===== config.mk =====
export PLATFORM = sky130hd
export DESIGN_NAME = aim_dwell_burst_trigger
export DESIGN_NICKNAME = d
export VERILOG_FILES = /design/src/sv/abdt_pkg.sv /design/src/sv/abdt_mode_fsm.sv /design/src/sv/aim_dwell_burst_trigger.sv
export VERILOG_INCLUDE_DIRS = /design/src /design/src/sv
export SDC_FILE = /design/constraint.sdc
export NUM_CORES = 2
export LEC_CHECK = 0
export ABC_AREA = 1
export ABC_CLOCK_PERIOD_IN_PS = 10000
export BUFFER_PORTS_ARGS = -buffer_cell sky130_fd_sc_hd__buf_2
export CAP_MARGIN = 20
export CORE_UTILIZATION = 23
export CTS_CLUSTER_SIZE = 12
export DETAILED_ROUTE_END_ITERATION = 8
export PLACE_DENSITY = 0.5
export SYNTH_ARGS = -nofsm -noshare
export SYNTH_HDL_FRONTEND = slang
export SYNTH_SLANG_ARGS = --single-unit

===== constraint.sdc =====
create_clock -name clk -period 10 [get_ports clk]
set_clock_uncertainty 0.2 [all_clocks]
set_input_delay 2 -clock clk [delete_from_list [all_inputs] [get_ports clk]]
set_output_delay 2 -clock clk [all_outputs]
set_load 0.05 [all_outputs]

===== src/sv/aim_dwell_burst_trigger_assert.svh =====
// Assertion macros used by the aim dwell burst trigger mode controller.
// Needs a clk and an active-high rst in the scope of each use.
`ifndef AIM_DWELL_BURST_TRIGGER_ASSERT_SVH
`define AIM_DWELL_BURST_TRIGGER_ASSERT_SVH

// Same-cycle implication, checked outside reset.
`define ABDT_ASSERT_NOW(label, ante, cons, msg) \
  label: assert property (@(posedge clk) disable iff (rst) (ante) |-> (cons)) \
    else $error(msg);

// Next-cycle implication, checked outside reset.
`define ABDT_ASSERT_NEXT(label, ante, cons, msg) \
  label: assert property (@(posedge clk) disable iff (rst) (ante) |=> (cons)) \
    else $error(msg);

`endif


===== src/sv/abdt_pkg.sv =====
// Shared types and constants for the aim dwell burst trigger.
// No dependencies; used by abdt_mode_fsm and aim_dwell_burst_trigger.
package abdt_pkg;

  localparam int unsigned COORD_W = 16;
  localparam int unsigned TIME_W  = 32;
  localparam int unsigned CFG_W   = 16;
  localparam int unsigned SQ_W    = 2 * COORD_W;
  localparam int unsigned REG_IDX_W = 3;

  localparam int unsigned S_DATA_W = 4 * COORD_W + TIME_W;
  localparam int unsigned M_DATA_W = 8;

  localparam logic [REG_IDX_W-1:0] REG_AIM_TOLERANCE = 3'd0;
  localparam logic [REG_IDX_W-1:0] REG_LOCK_MS       = 3'd1;
  localparam logic [REG_IDX_W-1:0] REG_BURST_MS      = 3'd2;
  localparam logic [REG_IDX_W-1:0] REG_COOLDOWN_MS   = 3'd3;

  typedef enum logic [1:0] {
    MODE_SEARCHING = 2'd0,
    MODE_LOCKING   = 2'd1,
    MODE_FIRING    = 2'd2,
    MODE_COOLDOWN  = 2'd3
  } mode_t;

  typedef struct packed {
    logic              step;
    logic              on_tgt;
    logic [TIME_W-1:0] now_ms;
  } fsm_in_t;

  typedef struct packed {
    logic  fire;
    mode_t mode;
  } fsm_out_t;

  typedef struct packed {
    logic [CFG_W-1:0] lock_ms;
    logic [CFG_W-1:0] burst_ms;
    logic [CFG_W-1:0] cool_ms;
  } timing_cfg_t;

endpackage


===== src/sv/abdt_mode_fsm.sv =====
// Mode controller: searching, locking, firing, cooldown, plus lock tracking.
// Depends on abdt_pkg and aim_dwell_burst_trigger_assert.svh.
`include "aim_dwell_burst_trigger_assert.svh"

module abdt_mode_fsm (
  input  logic                 clk,
  input  logic                 rst,
  input  abdt_pkg::fsm_in_t    fin,
  input  abdt_pkg::timing_cfg_t tcfg,
  output abdt_pkg::fsm_out_t   fout
);

  abdt_pkg::mode_t                 mode;
  abdt_pkg::mode_t                 mode_next;
  logic                            lock_valid;
  logic                            lock_valid_next;
  logic [abdt_pkg::TIME_W-1:0]     lock_start;
  logic [abdt_pkg::TIME_W-1:0]     lock_start_next;
  logic [abdt_pkg::TIME_W-1:0]     phase_start;
  logic [abdt_pkg::TIME_W-1:0]     phase_start_next;

  logic [abdt_pkg::TIME_W-1:0]     lock_start_pre;
  logic [abdt_pkg::TIME_W-1:0]     lock_elapsed;
  logic [abdt_pkg::TIME_W-1:0]     phase_elapsed;
  logic                            lock_done;
  logic                            burst_done;
  logic                            cool_done;

  // Lock tracking runs ahead of the mode logic: entering tolerance restarts it.
  assign lock_start_pre = (fin.on_tgt && !lock_valid) ? fin.now_ms : lock_start;

  assign lock_elapsed  = fin.now_ms - lock_start;
  assign phase_elapsed = fin.now_ms - phase_start;

  // A lock that starts on this word has zero elapsed time.
  assign lock_done  = fin.on_tgt &&
                      (lock_valid ?
                       (lock_elapsed >= {{(abdt_pkg::TIME_W-abdt_pkg::CFG_W){1'b0}},
                                         tcfg.lock_ms}) :
                       (tcfg.lock_ms == '0));
  assign burst_done = phase_elapsed >=
                      {{(abdt_pkg::TIME_W-abdt_pkg::CFG_W){1'b0}}, tcfg.burst_ms};
  assign cool_done  = phase_elapsed >=
                      {{(abdt_pkg::TIME_W-abdt_pkg::CFG_W){1'b0}}, tcfg.cool_ms};

  // Next state
  always_comb begin
    mode_next        = mode;
    lock_valid_next  = fin.on_tgt;
    lock_start_next  = lock_start_pre;
    phase_start_next = phase_start;
    unique case (mode)
      abdt_pkg::MODE_FIRING: begin
        if (burst_done) begin
          mode_next        = abdt_pkg::MODE_COOLDOWN;
          phase_start_next = fin.now_ms;
          lock_valid_next  = 1'b0;
        end
      end
      abdt_pkg::MODE_COOLDOWN: begin
        if (cool_done) begin
          mode_next = fin.on_tgt ? abdt_pkg::MODE_LOCKING : abdt_pkg::MODE_SEARCHING;
          if (fin.on_tgt) begin
            lock_start_next = fin.now_ms;
          end
        end
      end
      abdt_pkg::MODE_SEARCHING,
      abdt_pkg::MODE_LOCKING: begin
        mode_next = fin.on_tgt ? abdt_pkg::MODE_LOCKING : abdt_pkg::MODE_SEARCHING;
        if (lock_done) begin
          mode_next        = abdt_pkg::MODE_FIRING;
          phase_start_next = fin.now_ms;
          lock_valid_next  = 1'b0;
        end
      end
    endcase
  end

  // Outputs for the current word
  always_comb begin
    fout.mode = mode_next;
    unique case (mode)
      abdt_pkg::MODE_FIRING:    fout.fire = !burst_done;
      abdt_pkg::MODE_COOLDOWN:  fout.fire = 1'b0;
      abdt_pkg::MODE_SEARCHING,
      abdt_pkg::MODE_LOCKING:   fout.fire = lock_done;
    endcase
  end

  always_ff @(posedge clk) begin
    if (rst) begin
      mode        <= abdt_pkg::MODE_SEARCHING;
      lock_valid  <= 1'b0;
      lock_start  <= '0;
      phase_start <= '0;
    end else if (fin.step) begin
      mode        <= mode_next;
      lock_valid  <= lock_valid_next;
      lock_start  <= lock_start_next;
      phase_start <= phase_start_next;
    end
  end

  `ABDT_ASSERT_NEXT(a_fire_means_firing, fin.step && fout.fire,
    mode == abdt_pkg::MODE_FIRING, "fire raised but mode did not land in firing")
  `ABDT_ASSERT_NEXT(a_no_skip_to_cooldown,
    fin.step && (mode == abdt_pkg::MODE_SEARCHING || mode == abdt_pkg::MODE_LOCKING),
    mode != abdt_pkg::MODE_COOLDOWN, "cooldown entered without a burst")
  `ABDT_ASSERT_NEXT(a_firing_exits_to_cooldown,
    fin.step && mode == abdt_pkg::MODE_FIRING,
    mode == abdt_pkg::MODE_FIRING || mode == abdt_pkg::MODE_COOLDOWN,
    "firing left for a mode other than cooldown")
  `ABDT_ASSERT_NEXT(a_burst_start_clears_lock,
    fin.step && mode != abdt_pkg::MODE_FIRING && mode_next == abdt_pkg::MODE_FIRING,
    !lock_valid && phase_start == $past(fin.now_ms),
    "burst start did not clear lock or stamp phase start")
  `ABDT_ASSERT_NOW(a_cooldown_never_fires, mode == abdt_pkg::MODE_COOLDOWN,
    !fout.fire, "fire asserted during cooldown")

endmodule


===== src/sv/aim_dwell_burst_trigger.sv =====
// Aim dwell burst trigger: top level with stream ports, config registers
// and the distance check. Depends on abdt_pkg and abdt_mode_fsm.
//
//  channel  | handshake          | payload
//  ---------+--------------------+--------------------------------------------
//  s_*      | s_tvalid/s_tready  | s_tdata: target_x, target_y, cross_x,
//           |                    |          cross_y, now_ms (96 bits)
//  m_*      | m_tvalid/m_tready  | m_tdata: fire, mode, on_target, zero pad
//  cfg_*    | cfg_we (no wait)   | cfg_index selects, cfg_data 16 bits
//
// An accepted word lands in the input register; its result goes through the
// output register to m_tdata, one word per cycle unless the output stalls.
// Between the two registers: two 16x16 squares, their sum against the squared
// tolerance, and one step of the mode controller, whose state loop closes
// in that same cycle.
// The input register advances when it is empty or the output register
// advances; with both full and m_tready low, s_tready drops.
// rst clears both valid bits, config registers and controller state.
module aim_dwell_burst_trigger (
  input  logic                             clk,
  input  logic                             rst,
  // target_x[15:0], target_y[31:16], cross_x[47:32], cross_y[63:48],
  // now_ms[95:64]
  input  logic [abdt_pkg::S_DATA_W-1:0]    s_tdata,
  input  logic                             s_tvalid,
  output logic                             s_tready,
  // fire[0], mode[2:1], on_target[3], zero[7:4]
  output logic [abdt_pkg::M_DATA_W-1:0]    m_tdata,
  output logic                             m_tvalid,
  input  logic                             m_tready,
  input  logic                             cfg_we,
  input  logic [abdt_pkg::REG_IDX_W-1:0]   cfg_index,
  input  logic [abdt_pkg::CFG_W-1:0]       cfg_data
);

  // Configuration registers
  logic [abdt_pkg::CFG_W-1:0] aim_tolerance;
  abdt_pkg::timing_cfg_t      tcfg;

  // Input register: captured word
  logic                          v1;
  logic [abdt_pkg::COORD_W-1:0]  target_x;
  logic [abdt_pkg::COORD_W-1:0]  target_y;
  logic [abdt_pkg::COORD_W-1:0]  cross_x;
  logic [abdt_pkg::COORD_W-1:0]  cross_y;
  logic [abdt_pkg::TIME_W-1:0]   now1;

  // Output register
  logic                          vo;
  logic [abdt_pkg::M_DATA_W-1:0] result;

  logic                          rdy_o;
  logic                          rdy1;
  logic [abdt_pkg::COORD_W-1:0]  dx;
  logic [abdt_pkg::COORD_W-1:0]  dy;
  logic [abdt_pkg::SQ_W-1:0]     sq_x;
  logic [abdt_pkg::SQ_W-1:0]     sq_y;
  logic [abdt_pkg::SQ_W-1:0]     tol_sq;
  logic [abdt_pkg::SQ_W:0]       dist_sq;
  logic                          on_target;
  abdt_pkg::fsm_in_t             fin;
  abdt_pkg::fsm_out_t            fout;

  assign rdy_o    = !vo || m_tready;
  assign rdy1     = !v1 || rdy_o;
  assign s_tready = rdy1;
  assign m_tvalid = vo;
  assign m_tdata  = result;

  // Config writes; indexes past the last register drop.
  always_ff @(posedge clk) begin
    if (rst) begin
      aim_tolerance <= '0;
      tcfg          <= '0;
    end else if (cfg_we) begin
      unique case (cfg_index)
        abdt_pkg::REG_AIM_TOLERANCE: aim_tolerance <= cfg_data;
        abdt_pkg::REG_LOCK_MS:       tcfg.lock_ms  <= cfg_data;
        abdt_pkg::REG_BURST_MS:      tcfg.burst_ms <= cfg_data;
        abdt_pkg::REG_COOLDOWN_MS:   tcfg.cool_ms  <= cfg_data;
        default: ;
      endcase
    end
  end

  // Input register: capture the input word
  always_ff @(posedge clk) begin
    if (rst) begin
      v1 <= 1'b0;
    end else if (rdy1) begin
      v1 <= s_tvalid;
    end
  end

  always_ff @(posedge clk) begin
    if (rdy1 && s_tvalid) begin
      target_x <= s_tdata[15:0];
      target_y <= s_tdata[31:16];
      cross_x  <= s_tdata[47:32];
      cross_y  <= s_tdata[63:48];
      now1     <= s_tdata[95:64];
    end
  end

  // Absolute differences, then the two squares side by side
  always_comb begin
    dx = (target_x >= cross_x) ? (target_x - cross_x) : (cross_x - target_x);
    dy = (target_y >= cross_y) ? (target_y - cross_y) : (cross_y - target_y);
  end

  assign sq_x   = abdt_pkg::SQ_W'(dx) * abdt_pkg::SQ_W'(dx);
  assign sq_y   = abdt_pkg::SQ_W'(dy) * abdt_pkg::SQ_W'(dy);
  assign tol_sq = abdt_pkg::SQ_W'(aim_tolerance) * abdt_pkg::SQ_W'(aim_tolerance);

  // Compare and step the mode controller
  assign dist_sq   = {1'b0, sq_x} + {1'b0, sq_y};
  assign on_target = dist_sq <= {1'b0, tol_sq};

  assign fin.step   = v1 && rdy_o;
  assign fin.on_tgt = on_target;
  assign fin.now_ms = now1;

  abdt_mode_fsm u_mode_fsm (
    .clk  (clk),
    .rst  (rst),
    .fin  (fin),
    .tcfg (tcfg),
    .fout (fout)
  );

  always_ff @(posedge clk) begin
    if (rst) begin
      vo <= 1'b0;
    end else if (rdy_o) begin
      vo <= v1;
    end
  end

  always_ff @(posedge clk) begin
    if (fin.step) begin
      result <= {4'b0000, on_target, fout.mode, fout.fire};
    end
  end

endmodule


# Yosys cells after proc, flatten, opt, wreduce, memory -nomap -nowiden
# Cells that the tools add are included.
# Widths: inputs -> output; s select.
# classes
n_mux,19
reduce_logical,20
n_div,0
order_cmp,6
bitwise_logic,0
n_shift,0
eq_ne,8
n_mul,3
n_addsub,7
# op_table
operator,count
$mux 32,6
$ge 32x16->1,3
$mul 16x16->32,3
$pmux 32 s2,1
$sub 16x16->16,4
$sub 32x32->32,2
$add 32x32->33,1
$le 33x32->1,1
$ge 16x16->1,2
$mux 16,2
$logic_not 16->1,1
$reduce_and 2->1,4
$eq 3x2->1 const B,2
$mux 2,3
$pmux 2 s3,1
$eq 2x2->1 const B,2
$logic_and 1x1->1,4
$logic_not 1->1,4
$mux 1,4
$ne 2x1->1 const B,2
$reduce_and 4->1,1
$eq 3x1->1 const B,1
$logic_not 3->1,1
$pmux 1 s3,1
6 further kinds,7
# word_totals
romBits,0
ramBits,0
latch_bits,0
output_inout_bits,10
elab_cells,79
ff_bits,233
n_memories,0

# Longest topological paths before layout
# depth
word_depth,10
depth_mapped,63

# Cells and area by module
# A second synthesis with hierarchy kept.
# unflattened
cells_unflattened,5703
hier_area_um2,42289.3
# modules_own_cells
mod,cells_per_inst,n_inst,area_per_inst_um2
aim_dwell_burst_trigger,3792,1,32170.9
abdt_mode_fsm,1911,1,10118.5

# Worst setup path before layout
# Ideal clock, no wire load.
# synth_path
path_type,reg-to-reg
from,reg target_y[0] in the netlist's numbering
to,reg u_mode_fsm.lock_start[21] in the netlist's numbering
path_stages_with_launch,55
t_arrival_ns,10.186
n_path_buf,4
required_time_ns,9.691
period_less_slack_ns,10.495
setup_slack_ns,-0.495
path_cell_list,edfxtp_1 > inv_1 > ha_1 > inv_1 > fa_1 > nand3_1 > nand2_1 > nand2_1 > nand3_2 > nand2_1 > nand2_1 > buf_2 > buf_2 > nand3_1 > nand2_1 > xor2_1 > clkinv_1 > nand2_1 > [... 19 more ...] > nor2_1 > o21ai_0 > xor2_1 > ha_1 > nand2_1 > or4_1 > nor2_1 > nand4_1 > nand2_1 > nand2_1 > nor2_1 > buf_2 > buf_4 > nand3_1 > nand3_1 > nand4_1 > nand2_1 > inv_1
# synth_between
elab_chain_len,10
elab_cells_between_ends,12
# synth_rtl
item,line,source
start: declaration,aim_dwell_burst_trigger.sv:43,logic [abdt_pkg::COORD_W-1:0] target_y;
start signal: assignment,aim_dwell_burst_trigger.sv:98,target_y <= s_tdata[31:16];
$sub 16x16->16 or $ge 16x16->1 (tied branches),aim_dwell_burst_trigger.sv:108,dy = (target_y >= cross_y) ? (target_y - cross_y) : (cross_y - target_y);
$mux 16 (*),aim_dwell_burst_trigger.sv:108,
$mul 16x16->32 (*),aim_dwell_burst_trigger.sv:112,assign sq_y = abdt_pkg::SQ_W'(dy) * abdt_pkg::SQ_W'(dy);
$add 32x32->33 (*),aim_dwell_burst_trigger.sv:116,"assign dist_sq = {1'b0, sq_x} + {1'b0, sq_y};"
$le 33x32->1 (*),aim_dwell_burst_trigger.sv:117,"assign on_target = dist_sq <= {1'b0, tol_sq};"
$logic_and 1x1->1,abdt_mode_fsm.sv:30,assign lock_start_pre = (fin.on_tgt && !lock_valid) ? fin.now_ms : lock_start;
$mux 32,abdt_mode_fsm.sv:30,
$mux 32,abdt_mode_fsm.sv:63,if (fin.on_tgt) begin
$mux 32,abdt_mode_fsm.sv:61,if (cool_done) begin
$mux 32 (*),abdt_mode_fsm.sv:52,unique case (mode)
end signal: assignment,abdt_mode_fsm.sv:100,lock_start <= lock_start_next;
end: declaration,abdt_mode_fsm.sv:17,logic [abdt_pkg::TIME_W-1:0] lock_start;
# Every way passes the cells marked *; elsewhere a longest branch is shown, timed or not.
# A chain may end at the register's enable or synchronous reset.

# Final worst setup path
# layout_path
from,reg target_x[0] in the netlist's numbering
to,reg u_mode_fsm.lock_start[7] in the netlist's numbering
# layout_between
elab_chain_len,10
elab_cells_between_ends,12
# layout_rtl
item,line,source
start: declaration,aim_dwell_burst_trigger.sv:42,logic [abdt_pkg::COORD_W-1:0] target_x;
start signal: assignment,aim_dwell_burst_trigger.sv:97,target_x <= s_tdata[15:0];
$sub 16x16->16 or $ge 16x16->1 (tied branches),aim_dwell_burst_trigger.sv:107,dx = (target_x >= cross_x) ? (target_x - cross_x) : (cross_x - target_x);
$mux 16 (*),aim_dwell_burst_trigger.sv:107,
$mul 16x16->32 (*),aim_dwell_burst_trigger.sv:111,assign sq_x = abdt_pkg::SQ_W'(dx) * abdt_pkg::SQ_W'(dx);
$add 32x32->33 (*),aim_dwell_burst_trigger.sv:116,
$le 33x32->1 (*),aim_dwell_burst_trigger.sv:117,
$logic_and 1x1->1,abdt_mode_fsm.sv:30,
$mux 32,abdt_mode_fsm.sv:30,
$mux 32,abdt_mode_fsm.sv:63,
$mux 32,abdt_mode_fsm.sv:61,
$mux 32 (*),abdt_mode_fsm.sv:52,
# Marked as above.

==> metrics <==
Synth Warn # 0; remaining max-slew budget at the tightest pin 0.253; actual transition at the worst max-transition pin 1110 ps; via-per-instance ratio 4.28; starting density of the core 0.231; die height approximately 430 um; number of input and output port buffers inserted about 130; reg-to-reg critical path startpoint target_x[0]; clock slew seen by the registers of the worst setup and hold paths ~60 ps; slowest stage cell on the critical path sky130_fd_sc_hd__fa_2; Post-synth EDFFs 100; total CTS buffers 34; overall die width approximately 430 um; maximum number of pins on one net before global-route repair around 70; Tightest Hold Check Type register to register; Setup crit start kind register; Final Max Slew Viols 0; Syn Inst Count 5421; Buffers & Inverters on Critical Path 15; routed wire length per instance approximately 15 um; unrepaired setup endpoints after global routing true; Tmin final 10660 ps; sinks on the clock net ~230; count leader, synth sky130_fd_sc_hd__inv_1; vias in the first global route 37900; least setup slack across all paths after layout -661 ps; DR iter-0 viols 1853; share of the yosys chip area belonging to registers 0.137; Commonest cells post-synth 1439 x sky130_fd_sc_hd__inv_1, 942 x sky130_fd_sc_hd__nand2_1, 561 x sky130_fd_sc_hd__fa_1, 491 x sky130_fd_sc_hd__ha_1, 422 x sky130_fd_sc_hd__nor2_1; origin of the worst setup path target_x[0]; worst hold start tcfg[0]; RD Place Congestion 0.900; gr usage total 0.142; critical path data required time between 10000 and 15000 ps; distinct cell type count after synthesis 60; CTS root buffer sky130_fd_sc_hd__clkbuf_16; first-pass GRT wire length slightly above 200 mm; Placeable Area approximately 180000 um2; number of antenna violations at the first check in global routing 2; critical path endpoint category register; Post-DP Area slightly below 50000 um2; Yosys top cell area share 0.272; sequential cell area roughly 5700 um2; global route total overflow 0; placement-stage worst setup slack -975 ps; arrival time at the worst endpoint roughly 11000 ps; post-synthesis instance area 41200 um2; final routed DRC violation total 0; Final Hold Vio Count 0; maximum level of the CTS H-tree 2; per-instance average area after synthesis between 7 and 8 um2; async set-or-reset flop fraction in the synthesized netlist 0; Crit Path Category register to register; Crit Path Max Fanout 14; fmax approximately 0.094 GHz; Largest delay share family, worst path adder cells; latest clock arrival within the worst-skew pair a little over 600 ps; Layout Area Growth over Synthesis 25.0%; hold_buf cts 0; setup-violating endpoint count in the final report 71; Layout Cell Area excl Fill 51500 um2; multi-input logic area just over 30000 um2; Die Area around 180000 um2; fill cell total of the finished layout 19300; detailed-route wire length roughly 130 mm; number of antenna diodes 0; final worst path period share 1.07; most frequently used flop master after synthesis sky130_fd_sc_hd__dfxtp_1; detailed-routing iteration count for the pre-antenna-repair pass 5; failing checks setup timing; net count reported at finish slightly above 7000; hpwl dp 109 mm; delay of the slowest critical-path stage between 500 and 600 ps; clock tree from TritonCTS yes; top cells by area in the synthesized netlist sky130_fd_sc_hd__fa_1 27%, sky130_fd_sc_hd__ha_1 15%, sky130_fd_sc_hd__inv_1 13%; fraction of layout instances using a drive strength above 1 0.176; detailed-route via count ~36000; Cell Rows 155; outcome finished, violations left; largest buffer count on any clock path 3; post-synth top area cell sky130_fd_sc_hd__fa_1; Max Cap Viol 0; Routed Antenna Nets 0; I/O pin count 130; register bit count reported by yosys around 230
## per-stage QoR
stage	std cells	hold WS (ps)	utilization	TNS (ps)
4_1_cts	8368	255	0.283	-30240
2_1_floorplan	5424	228	-	0
3_3_place_gp	8280	239	0.272	-56240
5_1_grt	8406	267	0.289	-73170
3_5_place_dp	8280	246	0.272	-62620
6_report	8406	253	0.289	-38830
## cell type report
type                            count  area share
Sequential cell                   233       0.110
Clock inverter                     17     0.00508
Tap cell                         2355      0.0572
Multi-Input combinational cell   3590       0.595
Timing Repair Buffer              714       0.108
Inverter                         1453       0.106
Clock buffer                       44      0.0182
## flip-flops by register name, summed over array words and instances (netlist names)
register                count
aim_tolerance              16
now1                       32
tcfg                       48
target_x                   16
target_y                   16
u_mode_fsm.mode             2
u_mode_fsm.lock_start      32
cross_x                    16
v1                          1
m_tdata                     4
m_tvalid                    1
u_mode_fsm.phase_start     32
u_mode_fsm.lock_valid       1
cross_y                    16
## routing by layer
metal  part of all wire  vias up  routed length (um)  GRT usage
met4              0.028        4                3580     0.0390
met1               0.44    17300               56700      0.183
met2               0.50      645               63700      0.251
li1                   -    17800                   -          -
met5            0.00021        -                  27          0
met3              0.032      162                4150     0.0127
## layout by cell type, fill, tap and decap left out, types with 40 or more instances in the layout
| cell | Yosys | layout |
|---|---|---|
| sky130_fd_sc_hd__inv_1 | 1439 | 1409 |
| sky130_fd_sc_hd__nand2_1 | 942 | 905 |
| sky130_fd_sc_hd__fa_1 | 561 | 542 |
| sky130_fd_sc_hd__buf_4 | 6 | 528 |
| sky130_fd_sc_hd__ha_1 | 491 | 469 |
| sky130_fd_sc_hd__nor2_1 | 422 | 357 |
| sky130_fd_sc_hd__a21oi_1 | 312 | 285 |
| sky130_fd_sc_hd__nand3_1 | 203 | 188 |
| sky130_fd_sc_hd__nand4_1 | 169 | 169 |
| sky130_fd_sc_hd__o21ai_0 | 166 | 135 |
| sky130_fd_sc_hd__dfxtp_1 | 133 | 133 |
| sky130_fd_sc_hd__buf_2 | 27 | 127 |
| sky130_fd_sc_hd__edfxtp_1 | 100 | 100 |
| sky130_fd_sc_hd__xor2_1 | 99 | 88 |
| sky130_fd_sc_hd__nor2_2 | 1 | 52 |
| sky130_fd_sc_hd__clkbuf_16 | 0 | 40 |
## worst min-delay path: stages (launching register included)
cell	delay [ps]
sky130_fd_sc_hd__dfxtp_1	310
sky130_fd_sc_hd__inv_1	50
sky130_fd_sc_hd__a21oi_1	50
## timing repair
action	CTS	global route
buffers inserted	24	27
endpoints found under the setup margin	71	71
pin swaps	74	118
cloned	3	9
resized for setup	142	167
## path summary, 6_finish.rpt
check / endpoint / cells past startpoint / slack, ps
max reg2reg: u_mode_fsm.lock_start[7] / 53 / -660
max: u_mode_fsm.lock_start[7] / 53 / -660
min: tcfg[0] / 2 / 250
min reg2reg: tcfg[0] / 2 / 250
## logic make-up (layout without fill, tap and decap cells)
kind of cell / Yosys count / after routing / synth area share
other cells: 1 / 4 / 0.0000910
flops: 233 / 233 / 0.137
compound gates: 579 / 579 / 0.0772
mux: 1 / 1 / 0.000243
simple gates: 1815 / 1815 / 0.186
fa+ha+maj: 1052 / 1052 / 0.422
xor+xnor: 139 / 139 / 0.0295
buf+inv: 1601 / 2228 / 0.148
Power is left out: the tool's default activity adds up to more than one toggle a clock period on the data nets, which glitch-free logic cannot reach.
